**src/hw/rtl/brc_pkg.sv**
```systemverilog
// ----------------------------------------------------------------------------
// brc_pkg
// Shared widths, payload types and register codes for the bearing cross
// residual block.
// ----------------------------------------------------------------------------
package brc_pkg;

  localparam int COORD_WIDTH = 32;
  localparam int RES_WIDTH   = 17;
  localparam int FRAC_BITS   = 16;
  localparam int MID_DEPTH   = 2;
  localparam int OUT_DEPTH   = 32;
  localparam int CFG_INDEX_WIDTH = 2;

  localparam logic [RES_WIDTH-1:0] RES_ONE = RES_WIDTH'(1) << FRAC_BITS;

  typedef logic signed [COORD_WIDTH-1:0] coord_t;
  typedef logic signed [COORD_WIDTH:0]   diff_t;

  typedef enum logic [CFG_INDEX_WIDTH-1:0] {
    REG_MODEL_X = 2'd0,
    REG_MODEL_Y = 2'd1,
    REG_MODEL_Z = 2'd2
  } reg_index_t;

  typedef struct packed {
    coord_t dir_x;
    coord_t dir_y;
    coord_t dir_z;
    coord_t anchor_x;
    coord_t anchor_y;
    coord_t anchor_z;
  } in_t;

  typedef struct packed {
    logic [RES_WIDTH-1:0] residual;
    logic                 over_range;
  } out_t;

  // Classified item handed from the front part to the back part
  typedef struct packed {
    coord_t dir_x;
    coord_t dir_y;
    coord_t dir_z;
    diff_t  dif_x;
    diff_t  dif_y;
    diff_t  dif_z;
    logic   dir_nz;
  } mid_t;

endpackage

```
**src/hw/rtl/brc_front.sv**
```systemverilog
// ----------------------------------------------------------------------------
// brc_front
// Holds the model position, takes items and forms the difference vector and
// the zero-direction flag.
// ----------------------------------------------------------------------------
module brc_front (
  input  logic                                   clk,
  input  logic                                   rst,
  input  logic                                   push,
  output logic                                   full,
  input  brc_pkg::in_t                           in_item,
  input  logic                                   cfg_we,
  input  logic [brc_pkg::CFG_INDEX_WIDTH-1:0]    cfg_index,
  input  logic [brc_pkg::COORD_WIDTH-1:0]        cfg_data,
  input  logic                                   mid_full,
  output logic                                   mid_push,
  output brc_pkg::mid_t                          mid_item
);

  brc_pkg::coord_t model_x;
  brc_pkg::coord_t model_y;
  brc_pkg::coord_t model_z;
  logic            fr_valid;
  brc_pkg::mid_t   fr_item;
  brc_pkg::mid_t   fr_item_next;
  logic            advance;

  assign advance  = !fr_valid || !mid_full;
  assign full     = !advance;
  assign mid_push = fr_valid && !mid_full;
  assign mid_item = fr_item;

  always_comb begin
    fr_item_next.dir_x  = in_item.dir_x;
    fr_item_next.dir_y  = in_item.dir_y;
    fr_item_next.dir_z  = in_item.dir_z;
    fr_item_next.dif_x  = brc_pkg::diff_t'(model_x) - brc_pkg::diff_t'(in_item.anchor_x);
    fr_item_next.dif_y  = brc_pkg::diff_t'(model_y) - brc_pkg::diff_t'(in_item.anchor_y);
    fr_item_next.dif_z  = brc_pkg::diff_t'(model_z) - brc_pkg::diff_t'(in_item.anchor_z);
    fr_item_next.dir_nz = |{in_item.dir_x, in_item.dir_y, in_item.dir_z};
  end

  always_ff @(posedge clk) begin
    if (rst) begin
      model_x <= '0;
      model_y <= '0;
      model_z <= '0;
    end else if (cfg_we) begin
      unique case (cfg_index)
        brc_pkg::REG_MODEL_X: model_x <= cfg_data;
        brc_pkg::REG_MODEL_Y: model_y <= cfg_data;
        brc_pkg::REG_MODEL_Z: model_z <= cfg_data;
        default: ;
      endcase
    end
  end

  always_ff @(posedge clk) begin
    if (rst) begin
      fr_valid <= 1'b0;
    end else if (advance) begin
      fr_valid <= push;
    end
  end

  always_ff @(posedge clk) begin
    if (advance && push) begin
      fr_item <= fr_item_next;
    end
  end

endmodule

```
**config.mk**
```make
export PLATFORM = sky130hd
export DESIGN_NAME = brc_front
export DESIGN_NICKNAME = d
export VERILOG_FILES = /design/src/hw/rtl/brc_pkg.sv /design/src/hw/rtl/brc_front.sv
export SDC_FILE = /design/constraint.sdc
export NUM_CORES = 1
export LEC_CHECK = 0
export BUFFER_PORTS_ARGS = -buffer_cell sky130_fd_sc_hd__buf_4
export CAP_MARGIN = 20
export CELL_PAD_IN_SITES_DETAIL_PLACEMENT = 1
export CELL_PAD_IN_SITES_GLOBAL_PLACEMENT = 2
export CORE_AREA = 2 2 224 226
export DETAILED_ROUTE_END_ITERATION = 12
export DIE_AREA = 0 0 226 228
export GPL_TIMING_DRIVEN = 0
export PLACE_DENSITY = 0.79
export REMOVE_ABC_BUFFERS = 1
export SLEW_MARGIN = 40
export SYNTH_ARGS = -nofsm -noshare
export SYNTH_HDL_FRONTEND = slang
export SYNTH_SLANG_ARGS = --single-unit
```
**constraint.sdc**
```tcl
create_clock -name clk -period 12.05 [get_ports clk]
set_clock_uncertainty 0.15 [all_clocks]
set_input_delay 0.6025 -clock clk [delete_from_list [all_inputs] [get_ports clk]]
set_output_delay 0.6025 -clock clk [all_outputs]
set_load 0.005 [all_outputs]
```
==> results_dict.tcl <==
set metrics [dict create \
    status "complete, no violations" \
    synth.ff_latch_count 293 \
    reg2reg_slack_ps 8640 \
    insertion_delay_ps 540 \
    synthDistinctLibCells 88 \
    worstMarginPinSlew_ps 785.3 \
    numCtsBuffers 37 \
    async_flop_share_pct 0 \
    max-slew-margin-rel_pct 47.65 \
    initial_core_util_pct 31.51 \
    cts.repair.resized 0 \
    vias 13560 \
    max-cap-violations 0 \
    ys_seq_area_share_pct 50.33 \
    fp.dieArea_um2 51530 \
    min_period_ps 3408 \
    grt_setup_unrepaired "no" \
    n_antenna_cell 0 \
    max_freq_mhz 293.4 \
    setup_viol 0 \
    crit_path_end_kind "register" \
    die-height_um 228 \
    synth_cells 1586 \
    routabilityCongestion 0.8702 \
    antenna_found_initial 2 \
    path_clk_slew_ps 60 \
    grt_first_pass_wirelength_um 83020 \
    grt_use_total_pct 21.13 \
    post_cts_buffers 0 \
    crit_arrival_ps 3560 \
    yosysWarningCount 0 \
    htree_levels 2 \
    ir_drop_uv 74.73 \
    cts_tree "done" \
    cts_sinks 293 \
    core_um2 49350 \
    critPathRequiredTime_ps 12200 \
    slew_violations 0 \
    critPathLaunchType "register" \
    drive_gt1_share_pct 26.28 \
    hold_class "in2reg" \
    vias_per_cell 5.007 \
    hold_violations 0 \
    grt_max_degree 98 \
    timing.final.crit_share_pct 28.28 \
    critical_path_class "reg2reg" \
    p_leak_nw 9.153 \
    drt_iter0_markers 537 \
    crit_slowest_cell "fa_1" \
    netlist_area_um2 15550 \
    routed_wl_um 56210 \
    worst_slack_ps 8642 \
    grt_overflow 0 \
    power_mw 2.732 \
    slowest_delay_ps 420 \
    synth-edff-count 196 \
    grt_pass1_vias 14141 \
    rows 82 \
    portBuffers 428 \
    fp.dieW_um 226 \
    area_growth_syn_to_layout_pct 34.44 \
    syn_avg_cell_area_um2 9.805 \
    dp_hpwl_um 45490 \
    cts_root_buf "clkbuf_16" \
    crit_path_max_fanout 6 \
    cp_cell_sequence "inv_1, ha_1, fa_1, nor2b_1, o2111ai_1, a21boi_1, nand4_1, a21oi_1, nor4b_1, a311oi_1" \
    clock_path_buffers 3 \
    drc 0 \
    wl_per_cell_um 20.76 \
    ant_nets 0 \
    synth_ff_type "edfxtp_1" \
    cts_hold_buf 0 \
    drt_pass1_iterations 5 \
    io_pins 429 \
    nets 2337 \
    powerDensity_nw_per_um2 130.7 \
    post-place-ws_ps 8325 \
]
-- synthesized netlist by cell type (all sizes together) (3+ instances only) --
cell	number	area, um^2
a2111oi	3	38.79
nand4	21	131.4
nor3b	5	42.54
nand2b	6	37.54
xor2	25	219.0
a311oi	7	61.31
nand2	268	1006
buf	6	36.28
edfxtp	196	5886
o2111ai	5	43.79
o21bai	15	112.6
and4	3	26.28
or2	3	18.77
a211o	3	26.28
o221ai	3	26.28
o211ai	10	80.07
and3	14	88.84
o31ai	10	88.83
and2	10	65.07
a221oi	4	35.03
o41ai	3	33.79
clkbuf	60	225.2
nor3	19	95.09
a21o	52	391.6
nor2	60	225.2
o21a	17	127.6
nor2b	14	95.09
inv	133	499.2
nand3	20	100.1
ha	96	1201
a211oi	18	140.1
a21oi	191	959.7
nor4	29	181.4
a31oi	18	140.1
o311ai	3	26.28
xnor2	46	402.9
a21boi	4	30.03
fa	3	60.06
dfxtp	97	1942
o21ai	46	237.7
o311a	3	30.03
-- cell families after synthesis --
group,count (synthesis),synth area share [%]
muxes,3,0.2011
buffers and inverters,199,4.892
xor gates and xnor gates,71,3.999
adders and majority gates,99,8.110
DFF,293,50.33
and+or+nand+nor,484,14.20
AOI/OAI and AO/OA,437,18.26
-- flip-flops by register name (all words and copies together) (netlist names) --
register  flops
model_z      32
fr_valid      1
mid_item    196
model_x      32
model_y      32
-- worst max-delay path: cells and delay by family, from the launching register on --
| kind | cells | cell delay (ps) |
|---|---|---|
| AO/OA/AOI/OAI | 4 | 1310 |
| adder cells (fa/ha/maj) | 2 | 650 |
| buffers and inverters | 1 | 70 |
| flip-flops | 1 | 330 |
| AND/OR/NAND/NOR | 3 | 650 |
-- stage by stage --
stage	instances	hold slack, ps	utilization [%]	TNS, ps	instance area [um^2]
6_report	2708	95.31	42.36	0	20910
5_1_grt	2708	72.35	42.36	0	20910
2_1_floorplan	1520	280.3	-	0	15290
3_3_place_gp	2620	296.8	39.20	-549840	19340
4_1_cts	2708	53.76	42.36	0	20910
3_5_place_dp	2640	302.6	39.88	0	19680
-- worst paths after layout --
kind | from | endpoint | cells after the start
max | model_y[0] | mid_item[54] | 10
min | in_item[183] | mid_item[187] | 1
max reg2reg | model_y[0] | mid_item[54] | 10
min reg2reg | model_z[0] | model_z[0] | 2
-- layer usage --
layer / routed length, um / track usage (%)
met5: 20 / 0
met4: 2097 / 8.713
met3: 3671 / 4.817
met2: 28030 / 37.70
met1: 22390 / 24.13
-- layout make-up --
| class | count | area [um^2] |
|---|---|---|
| Timing Repair Buffer | 448 | 3533 |
| Inverter | 133 | 499.2 |
| Clock buffer | 47 | 1047 |
| Fill cell | 5591 | 28440 |
| Sequential cell | 293 | 7828 |
| Tap cell | 672 | 840.8 |
| Clock inverter | 21 | 180.2 |
| Multi-Input combinational cell | 1094 | 6978 |
-- layout by cell type (no fill, tap or decap), types with 10 or more instances in the layout --
cell type  count
o21bai_1      15
a21oi_1      190
xor2_1        25
nor2b_1       12
inv_1        133
and3_1        13
o21a_1        17
dfxtp_1       97
nor3_1        19
nand4_1       21
buf_4        433
clkinv_2      10
edfxtp_1     196
o21ai_0       41
nand3_1       20
a21o_1        51
ha_1          96
nand2_1      268
a211oi_1      17
a31oi_1       15
nor2_1        60
nor4_1        29
xnor2_1       46
clkbuf_16     40
-- power by group --
group          total, mW  switching, mW  internal, mW  leakage, nW
registers           1.18         0.0264          1.15         2.68
clock network       1.12          0.441         0.680        0.613
logic              0.436          0.231         0.205         5.86
total               2.73          0.698          2.03         9.15
No activity file was read; power rests on OpenSTA's default activity.
