**src/hw/rtl/brc_fifo.sv**
```systemverilog
// ----------------------------------------------------------------------------
// brc_fifo
// Small register queue with head data shown while not empty.
// ----------------------------------------------------------------------------
module brc_fifo #(
  parameter int WIDTH = 8,
  parameter int DEPTH = 2
) (
  input  logic                       clk,
  input  logic                       rst,
  input  logic                       push,
  input  logic [WIDTH-1:0]           wr_data,
  input  logic                       pop,
  output logic [WIDTH-1:0]           rd_data,
  output logic                       full,
  output logic                       empty,
  output logic [$clog2(DEPTH+1)-1:0] count
);

  localparam int AW = (DEPTH > 1) ? $clog2(DEPTH) : 1;
  localparam int NW = $clog2(DEPTH+1);

  logic [WIDTH-1:0] mem [DEPTH];
  logic [AW-1:0]    wr_ptr;
  logic [AW-1:0]    rd_ptr;
  logic             do_push;
  logic             do_pop;

  assign full    = (count == NW'(DEPTH));
  assign empty   = (count == '0);
  assign do_push = push && !full;
  assign do_pop  = pop && !empty;
  assign rd_data = mem[rd_ptr];

  always_ff @(posedge clk) begin
    if (rst) begin
      wr_ptr <= '0;
      rd_ptr <= '0;
      count  <= '0;
    end else begin
      if (do_push) begin
        wr_ptr <= (wr_ptr == AW'(DEPTH-1)) ? '0 : wr_ptr + AW'(1);
      end
      if (do_pop) begin
        rd_ptr <= (rd_ptr == AW'(DEPTH-1)) ? '0 : rd_ptr + AW'(1);
      end
      count <= count + NW'(do_push) - NW'(do_pop);
    end
  end

  always_ff @(posedge clk) begin
    if (do_push) begin
      mem[wr_ptr] <= wr_data;
    end
  end

endmodule

```
**config.mk**
```make
export PLATFORM = sky130hd
export DESIGN_NAME = brc_fifo
export DESIGN_NICKNAME = d
export VERILOG_FILES = /design/src/hw/rtl/brc_fifo.sv
export SDC_FILE = /design/constraint.sdc
export NUM_CORES = 1
export LEC_CHECK = 0
export ABC_CLOCK_PERIOD_IN_PS = 4100
export BUFFER_PORTS_ARGS = -buffer_cell sky130_fd_sc_hd__clkbuf_2
export CAP_MARGIN = 20
export CORE_ASPECT_RATIO = 0.5
export CORE_MARGIN = 5
export CORE_UTILIZATION = 30
export DETAILED_ROUTE_END_ITERATION = 16
export SLEW_MARGIN = 20
export SYNTH_ARGS = -nofsm -noshare
export SYNTH_HDL_FRONTEND = slang
export SYNTH_SLANG_ARGS = --single-unit
```
**constraint.sdc**
```tcl
create_clock -name clk -period 4.1 [get_ports clk]
set_input_delay 0.41 -clock clk [delete_from_list [all_inputs] [get_ports clk]]
set_output_delay 0.41 -clock clk [all_outputs]
set_load 0.05 [all_outputs]
```
==> insert_results.sql, run 1 <==
INSERT INTO impl_metrics (metric_group, metric, value, unit) VALUES
('outcome', 'status', 'complete, no violations', ''),
('pwr', 'p_leak', '0.426', 'nW'),
('global_routing', 'grt-ovfl-total', '0', ''),
('placement', 'dp_hpwl', '1.08', 'mm'),
('global_routing', 'number_of_global_route_vias_before_repair', '517', ''),
('route', 'drc_violations', '0', ''),
('worst_hold_path', 'holdCritPathClass', 'input port to flip-flop', ''),
('timing', 'fin_skew', '0.00108', 'ns'),
('critical_path', 'critical_path_required', '3.69', 'ns'),
('critical_path', 'end_kind', 'output pin', ''),
('timing', 'final.setup.tns', '0', 'ns'),
('layout', 'ratio_of_cells_with_drive_above_1_in_the_final_layout', '43.6', '%'),
('global_routing', 'maximum_number_of_pins_on_one_net_before_global_route_repair', '13', ''),
('global_routing', 'initial_antenna_violation_count', '0', ''),
('pwr', 'power_density', '753', 'nW/µm²'),
('timing', 'min_period_over_period', '43.9', '%'),
('floorplanning', 'core_area', '2590', 'µm²'),
('layout', 'multi_input_area', '210', 'µm²'),
('clock_network', 'cts.root.buffer_cell', 'clkbuf_8', ''),
('floorplanning', 'initial_standard_cell_utilization_of_the_core', '31.3', '%'),
('timing', 'fin_hold_ws', '0.347', 'ns'),
('critical_path', 'crit_path_start_kind', 'flip-flop', ''),
('floorplanning', 'dieWidth', '83.5', 'µm'),
('yosys', 'synthMostInstantiatedCell', 'edfxtp_1', ''),
('layout', 'syn2layout_area_growth', '25.0', '%'),
('route', 'detail_route.wirelength', '1.32', 'mm'),
('yosys', 'post_synth_design_cell_area', '811', 'µm²'),
('yosys', 'syn_nets', '66', ''),
('yosys', 'synth_area_leader_cell', 'edfxtp_1', ''),
('yosys', 'postSynthAreaPerCell', '15.6', 'µm²'),
('timing', 'slew_headroom', '77.2', '%'),
('layout', 'ff_latch_area', '581', 'µm²'),
('floorplanning', 'die_height', '46.8', 'µm'),
('clock_network', 'cts.repair.resized', '0', ''),
('floorplanning', 'fp.dieArea', '3910', 'µm²'),
('timing', 'timing.final.crit_period', '1.80', 'ns'),
('route', 'detailroute.via_count', '469', ''),
('yosys', 'ys.warnings.count', '0', ''),
('timing', 'worst_pin_slew', '0.341', 'ns'),
('critical_path', 'cp_cell_sequence', 'mux2_2, clkbuf_2', ''),
('route', 'detail_route.iter0.violations', '13', ''),
('yosys', 'yosys-top-cells-area', 'edfxtp_1, dfxtp_1, mux2_1', ''),
('timing', 'finalSetupViolations', '0', ''),
('yosys', 'share_of_flip_flops_with_an_asynchronous_set_or_reset', '0', '%'),
('global_routing', 'first_pass_grt_wire_length', '2.26', 'mm'),
('route', 'vias_per_cell', '4.08', ''),
('route', 'detail_route.wl_per_cell', '11.5', 'µm'),
('timing', 'fmax', '0.556', 'GHz'),
('yosys', 'number_of_synthesized_flops_with_an_enable_pin', '16', ''),
('clock_network', 'post_cts.repair.setup_buffers', '0', ''),
('pwr', 'vdd.ir_drop.worst', '0.206', 'mV'),
('clock_network', 'cts_max_path_buffers', '2', ''),
('floorplanning', 'ios', '24', ''),
('critical_path', 'critPathArrivalTime', '1.39', 'ns'),
('timing', 'timing_hold_violations_final', '0', ''),
('layout', 'fillerInstances', '248', ''),
('yosys', 'synth_cell_type_count', '21', ''),
('route', 'detail-route-antenna-nets', '0', ''),
('timing', 'slew_violations', '0', ''),
('clock_network', 'tritoncts.num_buffers', '3', ''),
('yosys', 'yosys_register_bits', '21', ''),
('yosys', 'synth_cells', '52', ''),
('route', 'firstDrtPassIters', '2', ''),
('placement', 'number_of_input_and_output_port_buffers_inserted', '23', ''),
('yosys', 'synth_largest_type_area_fraction', '59.3', '%'),
('layout', 'layout.nets', '93', ''),
('clock_network', 'htreeDepth', '1', ''),
('critical_path', 'critical_path_class', 'flip-flop to output pin', ''),
('clock_network', 'clk_latency', '0.25', 'ns'),
('critical_path', 'cpPeakStageDelay', '0.52', 'ns'),
('clock_network', 'worst_setup_hold_path_clk_slew', '0.07', 'ns');
power breakdown:
group / internal [W] / leakage, nW / switching, W
combinational: 0.0000907 / 0.210 / 0.000240
clock: 0.0000673 / 0.0255 / 0.0000591
sequential: 0.000275 / 0.191 / 0.0000299
path summary, 6_finish.rpt:
check	end	startpoint	slack, ns	cells past startpoint
max reg2reg	count[1]	count[0]	2.46	8
min	mem[0][3]	wr_data[3]	0.35	1
max	rd_data[1]	flip-flop	2.30	2
min reg2reg	wr_ptr	wr_ptr	0.52	2
placed cells by master, fill, tap and decap left out, drive strengths merged:
cell	synthesis	layout
edfxtp	16	16
nor2b	1	1
nor2	4	4
clkbuf	0	26
xnor2	1	1
nand2b	1	1
dfxtp	5	5
o21ai	1	1
ha	2	2
or3	1	1
inv	4	4
mux2	8	8
and2	1	1
xor2	1	1
and3	1	1
nand2	1	1
a21oi	1	1
clkinv	0	1
nor3	1	1
o21a	1	1
layer usage:
layer	track usage, %	vias to the layer above	routed length (µm)
met3	2.98	2	52
met5	0	-	0
li1	-	238	-
met4	2.88	0	19
met2	16.7	7	808
met1	6.73	222	439
flip-flops by register name, summed over array words and instances, names as in the netlist, named ones only:
| register | cells |
|---|---|
| mem | 16 |
| count | 2 |
| rd_ptr | 1 |
| wr_ptr | 1 |
critical path, delay by kind of cell, from the launching register on:
kind | cells | cell delay [ns]
buf+inv | 1 | 0.24
mux | 1 | 0.38
flops | 1 | 0.52
logic make-up after synthesis:
group,share of synthesized area (%)
flip-flops,71.6
adder cells (fa/ha/maj),3.09
AO/OA/AOI/OAI,2.31
XOR/XNOR,2.16
AND/OR/NAND/NOR,7.25
buffers and inverters,2.47
multiplexers,11.1
stage by stage:
stage                     std cells  setup WS (ns)  instance area [µm²]  util (%)  power, W
after floorplan                  52           2.21                  811         -  0.000573
after global placement          111           2.55                  967      37.4  0.000633
after detailed placement        111           2.46                  967      37.4  0.000646
after CTS                       115           2.26                 1010      39.2  0.000775
after global routing            115           2.22                 1010      39.2  0.000805
final                           115           2.30                 1010      39.2  0.000763
layout make-up:
cell class / instances / share of cell area, %
clock buffer: 3 / 4.07
clock inverter: 1 / 0.494
sequential: 21 / 57.3
inverter: 4 / 1.48
multi-input combinational: 26 / 20.7
tap: 37 / 4.57
timing repair buffer: 23 / 11.4
Power figures use the tool's default switching activity.
==> inputs of run 2 (changes only) <==
--- a/config.mk
+++ b/config.mk
@@ -5,7 +5,7 @@
 export SDC_FILE = /design/constraint.sdc
 export NUM_CORES = 1
 export LEC_CHECK = 0
-export ABC_CLOCK_PERIOD_IN_PS = 4100
+export ABC_CLOCK_PERIOD_IN_PS = 1820
 export BUFFER_PORTS_ARGS = -buffer_cell sky130_fd_sc_hd__clkbuf_2
 export CAP_MARGIN = 20
 export CORE_ASPECT_RATIO = 0.5
==> constraint.sdc (replaced) <==
create_clock -name clk -period 1.82 [get_ports clk]
set_input_delay 0.182 -clock clk [delete_from_list [all_inputs] [get_ports clk]]
set_output_delay 0.182 -clock clk [all_outputs]
set_load 0.05 [all_outputs]
==> run 2 against run 1 <==
Worst setup slack got worse by 2.1 ns. Power increased by 130%. Largest cell class unchanged. Clock skew is essentially flat. Core utilization stayed put. Sequential share of layout area up 0.12 points. Non-clock buffer count is the same. Critical endpoint is now count[1]. Sequential cell count unchanged. Final area unchanged.
==> insert_results.sql, run 2 (same netlist as run 1, synthesis figures left out) <==
INSERT INTO impl_metrics (metric_group, metric, value, unit) VALUES
('timing', 'timing_hold_violations_final', '0', ''),
('placement', 'dp_hpwl', '1.10', 'mm'),
('clock_network', 'cts_tree', 'built', ''),
('timing', 'fin_skew', '0.000580', 'ns'),
('clock_network', 'cts.root.buffer_cell', 'clkbuf_8', ''),
('placement', 'number_of_input_and_output_port_buffers_inserted', '23', ''),
('critical_path', 'crit_path_start_kind', 'flip-flop', ''),
('layout', 'layout.nets', '93', ''),
('timing', 'slew_headroom', '76.1', '%'),
('pwr', 'power.switching_fraction', '43.1', '%'),
('placement', 'place_congestion', '0.574', ''),
('clock_network', 'clk_latency', '0.25', 'ns'),
('floorplanning', 'die_height', '46.8', 'µm'),
('floorplanning', 'ios', '24', ''),
('clock_network', 'tritoncts.num_buffers', '3', ''),
('timing', 'slew_violations', '0', ''),
('clock_network', 'cts_max_path_buffers', '2', ''),
('route', 'detail_route.iter0.violations', '8', ''),
('layout', 'largest_reg_flops', '16', ''),
('floorplanning', 'fp.dieArea', '3910', 'µm²'),
('route', 'drc_violations', '0', ''),
('pwr', 'p_sw', '0.000744', 'W'),
('global_routing', 'initial_antenna_violation_count', '0', ''),
('floorplanning', 'std_cell_rows', '13', ''),
('pwr', 'pwr-share-seq', '40.0', '%'),
('critical_path', 'worst-path-max-fanout', '6', ''),
('clock_network', 'ctsHoldBuffers', '0', ''),
('global_routing', 'grt-ovfl-total', '0', ''),
('route', 'detail-route-antenna-nets', '0', ''),
('critical_path', 'critPathArrivalTime', '1.80', 'ns'),
('timing', 'fin_hold_ws', '0.115', 'ns'),
('pwr', 'vdd.ir_drop.worst', '0.475', 'mV'),
('layout', 'ratio_of_cells_with_drive_above_1_in_the_final_layout', '43.6', '%'),
('pwr', 'combPwrFrac', '43.4', '%'),
('global_routing', 'first_pass_grt_wire_length', '2.28', 'mm'),
('layout', 'registers_with_the_most_flip_flops', 'mem: 16 flops, count: 2 flops', ''),
('critical_path', 'end_kind', 'flip-flop', ''),
('pwr', 'power.clock.fraction', '16.6', '%'),
('timing', 'min_period_over_period', '89.1', '%'),
('floorplanning', 'core_area', '2590', 'µm²'),
('timing', 'fmax', '0.617', 'GHz'),
('floorplanning', 'dieWidth', '83.5', 'µm'),
('global_routing', 'number_of_global_route_vias_before_repair', '504', ''),
('critical_path', 'r2r_cells', '7', ''),
('layout', 'layout_commonest_cell', 'clkbuf_2', ''),
('timing', 'grt_setup_unrepaired', 'no', ''),
('layout', 'antenna_cells_inserted', '0', ''),
('layout', 'regMostFlops', 'mem', ''),
('pwr', 'p_int', '0.000982', 'W'),
('timing', 'timing.final.crit_period', '1.62', 'ns'),
('global_routing', 'maximum_number_of_pins_on_one_net_before_global_route_repair', '12', ''),
('layout', 'final-instance-count-excl-fill', '115', ''),
('placement', 'detailed_place.area', '968', 'µm²'),
('layout', 'final_core_util', '39.2', '%'),
('pwr', 'power_density', '1700', 'nW/µm²'),
('worst_hold_path', 'whs_path_depth', '1', ''),
('critical_path', 'critical_path_class', 'flip-flop to flip-flop', ''),
('clock_network', 'worst_setup_hold_path_clk_slew', '0.07', 'ns'),
('timing', 'worst_pin_slew', '0.357', 'ns'),
('route', 'detail_route.wirelength', '1.38', 'mm'),
('layout', 'fin_area', '1010', 'µm²'),
('route', 'vias_per_cell', '4.11', ''),
('clock_network', 'cts_num_sinks', '21', ''),
('flow_run', 'drv.max_cap_violation_count', '0', ''),
('critical_path', 'critical_path_required', '1.99', 'ns'),
('route', 'detailroute.via_count', '473', ''),
('clock_network', 'post_cts.repair.setup_buffers', '0', ''),
('layout', 'layout.cells.most_common_list', 'clkbuf_2, edfxtp_1, mux2_1', ''),
('outcome', 'status', 'complete, no violations', ''),
('global_routing', 'grt_use_total', '8.05', '%'),
('placement', 'placedCellCount', '111', ''),
('pwr', 'p_leak', '0.424', 'nW'),
('clock_network', 'cts.repair.resized', '0', ''),
('timing', 'final.setup.tns', '0', 'ns'),
('clock_network', 'htreeDepth', '1', ''),
('floorplanning', 'initial_standard_cell_utilization_of_the_core', '31.3', '%'),
('route', 'firstDrtPassIters', '3', ''),
('layout', 'syn2layout_area_growth', '25.0', '%'),
('worst_hold_path', 'holdCritPathClass', 'input port to flip-flop', ''),
('timing', 'finalSetupViolations', '0', ''),
('route', 'detail_route.wl_per_cell', '12.0', 'µm');
run 2: cell types whose count changed in the layout (fill, tap and decap cells not counted):
cell      previous run  this run
clkbuf_1             0         1
clkinv_2             1         0
dfxtp_1              5         4
dfxtp_2              0         1
run 2: final cells by class:
cell class | count | area [µm²]
clock buffers | 4 | 45.0
fillers | 253 | 1570
inverters | 4 | 15.0
multi-input cells | 26 | 210
flip-flops and latches | 21 | 582
well taps | 37 | 46.3
repair buffers | 23 | 115
run 2: stage by stage:
stage               total power (W)  setup slack (ns)
floorplan                   0.00129            0.0362
global placement            0.00143             0.315
detailed placement          0.00147             0.201
CTS                         0.00176             0.186
global route                0.00183             0.113
finish                      0.00173             0.198
run 2: worst max-delay path, cell delays in order (launching register included):
cell	delay, ns
dfxtp_1	0.36
o21a_2	0.25
ha_1	0.28
inv_1	0.04
ha_1	0.18
xor2_1	0.15
and2_1	0.16
nor3_1	0.13
run 2: final timing paths:
check	start	endpoint	slack, ns
setup / recovery	count[1]	count[1]	0.20
setup reg to reg	count[1]	count[1]	0.20
hold / removal	wr_data[4]	mem[0][4]	0.12
hold reg to reg	wr_ptr	wr_ptr	0.50
run 2: power groups by stage:
| stage | Combinational (W) | Sequential, W | Clock (W) |
|---|---|---|---|
| after floorplan | 0.000558 | 0.000734 | 0 |
| after global placement | 0.000735 | 0.000694 | 0 |
| after detailed placement | 0.000760 | 0.000706 | 0 |
| after CTS | 0.000762 | 0.000696 | 0.000299 |
| after global routing | 0.000796 | 0.000707 | 0.000327 |
| final | 0.000750 | 0.000691 | 0.000286 |
run 2: layer usage:
metal / GRT usage, % / vias up / share of wire, %
met2: 17.4 / 10 / 63
met4: 4.81 / 0 / 0.87
met1: 6.50 / 224 / 32
met5: 0 / - / 0
met3: 3.33 / 2 / 3.8
li1: - / 237 / -
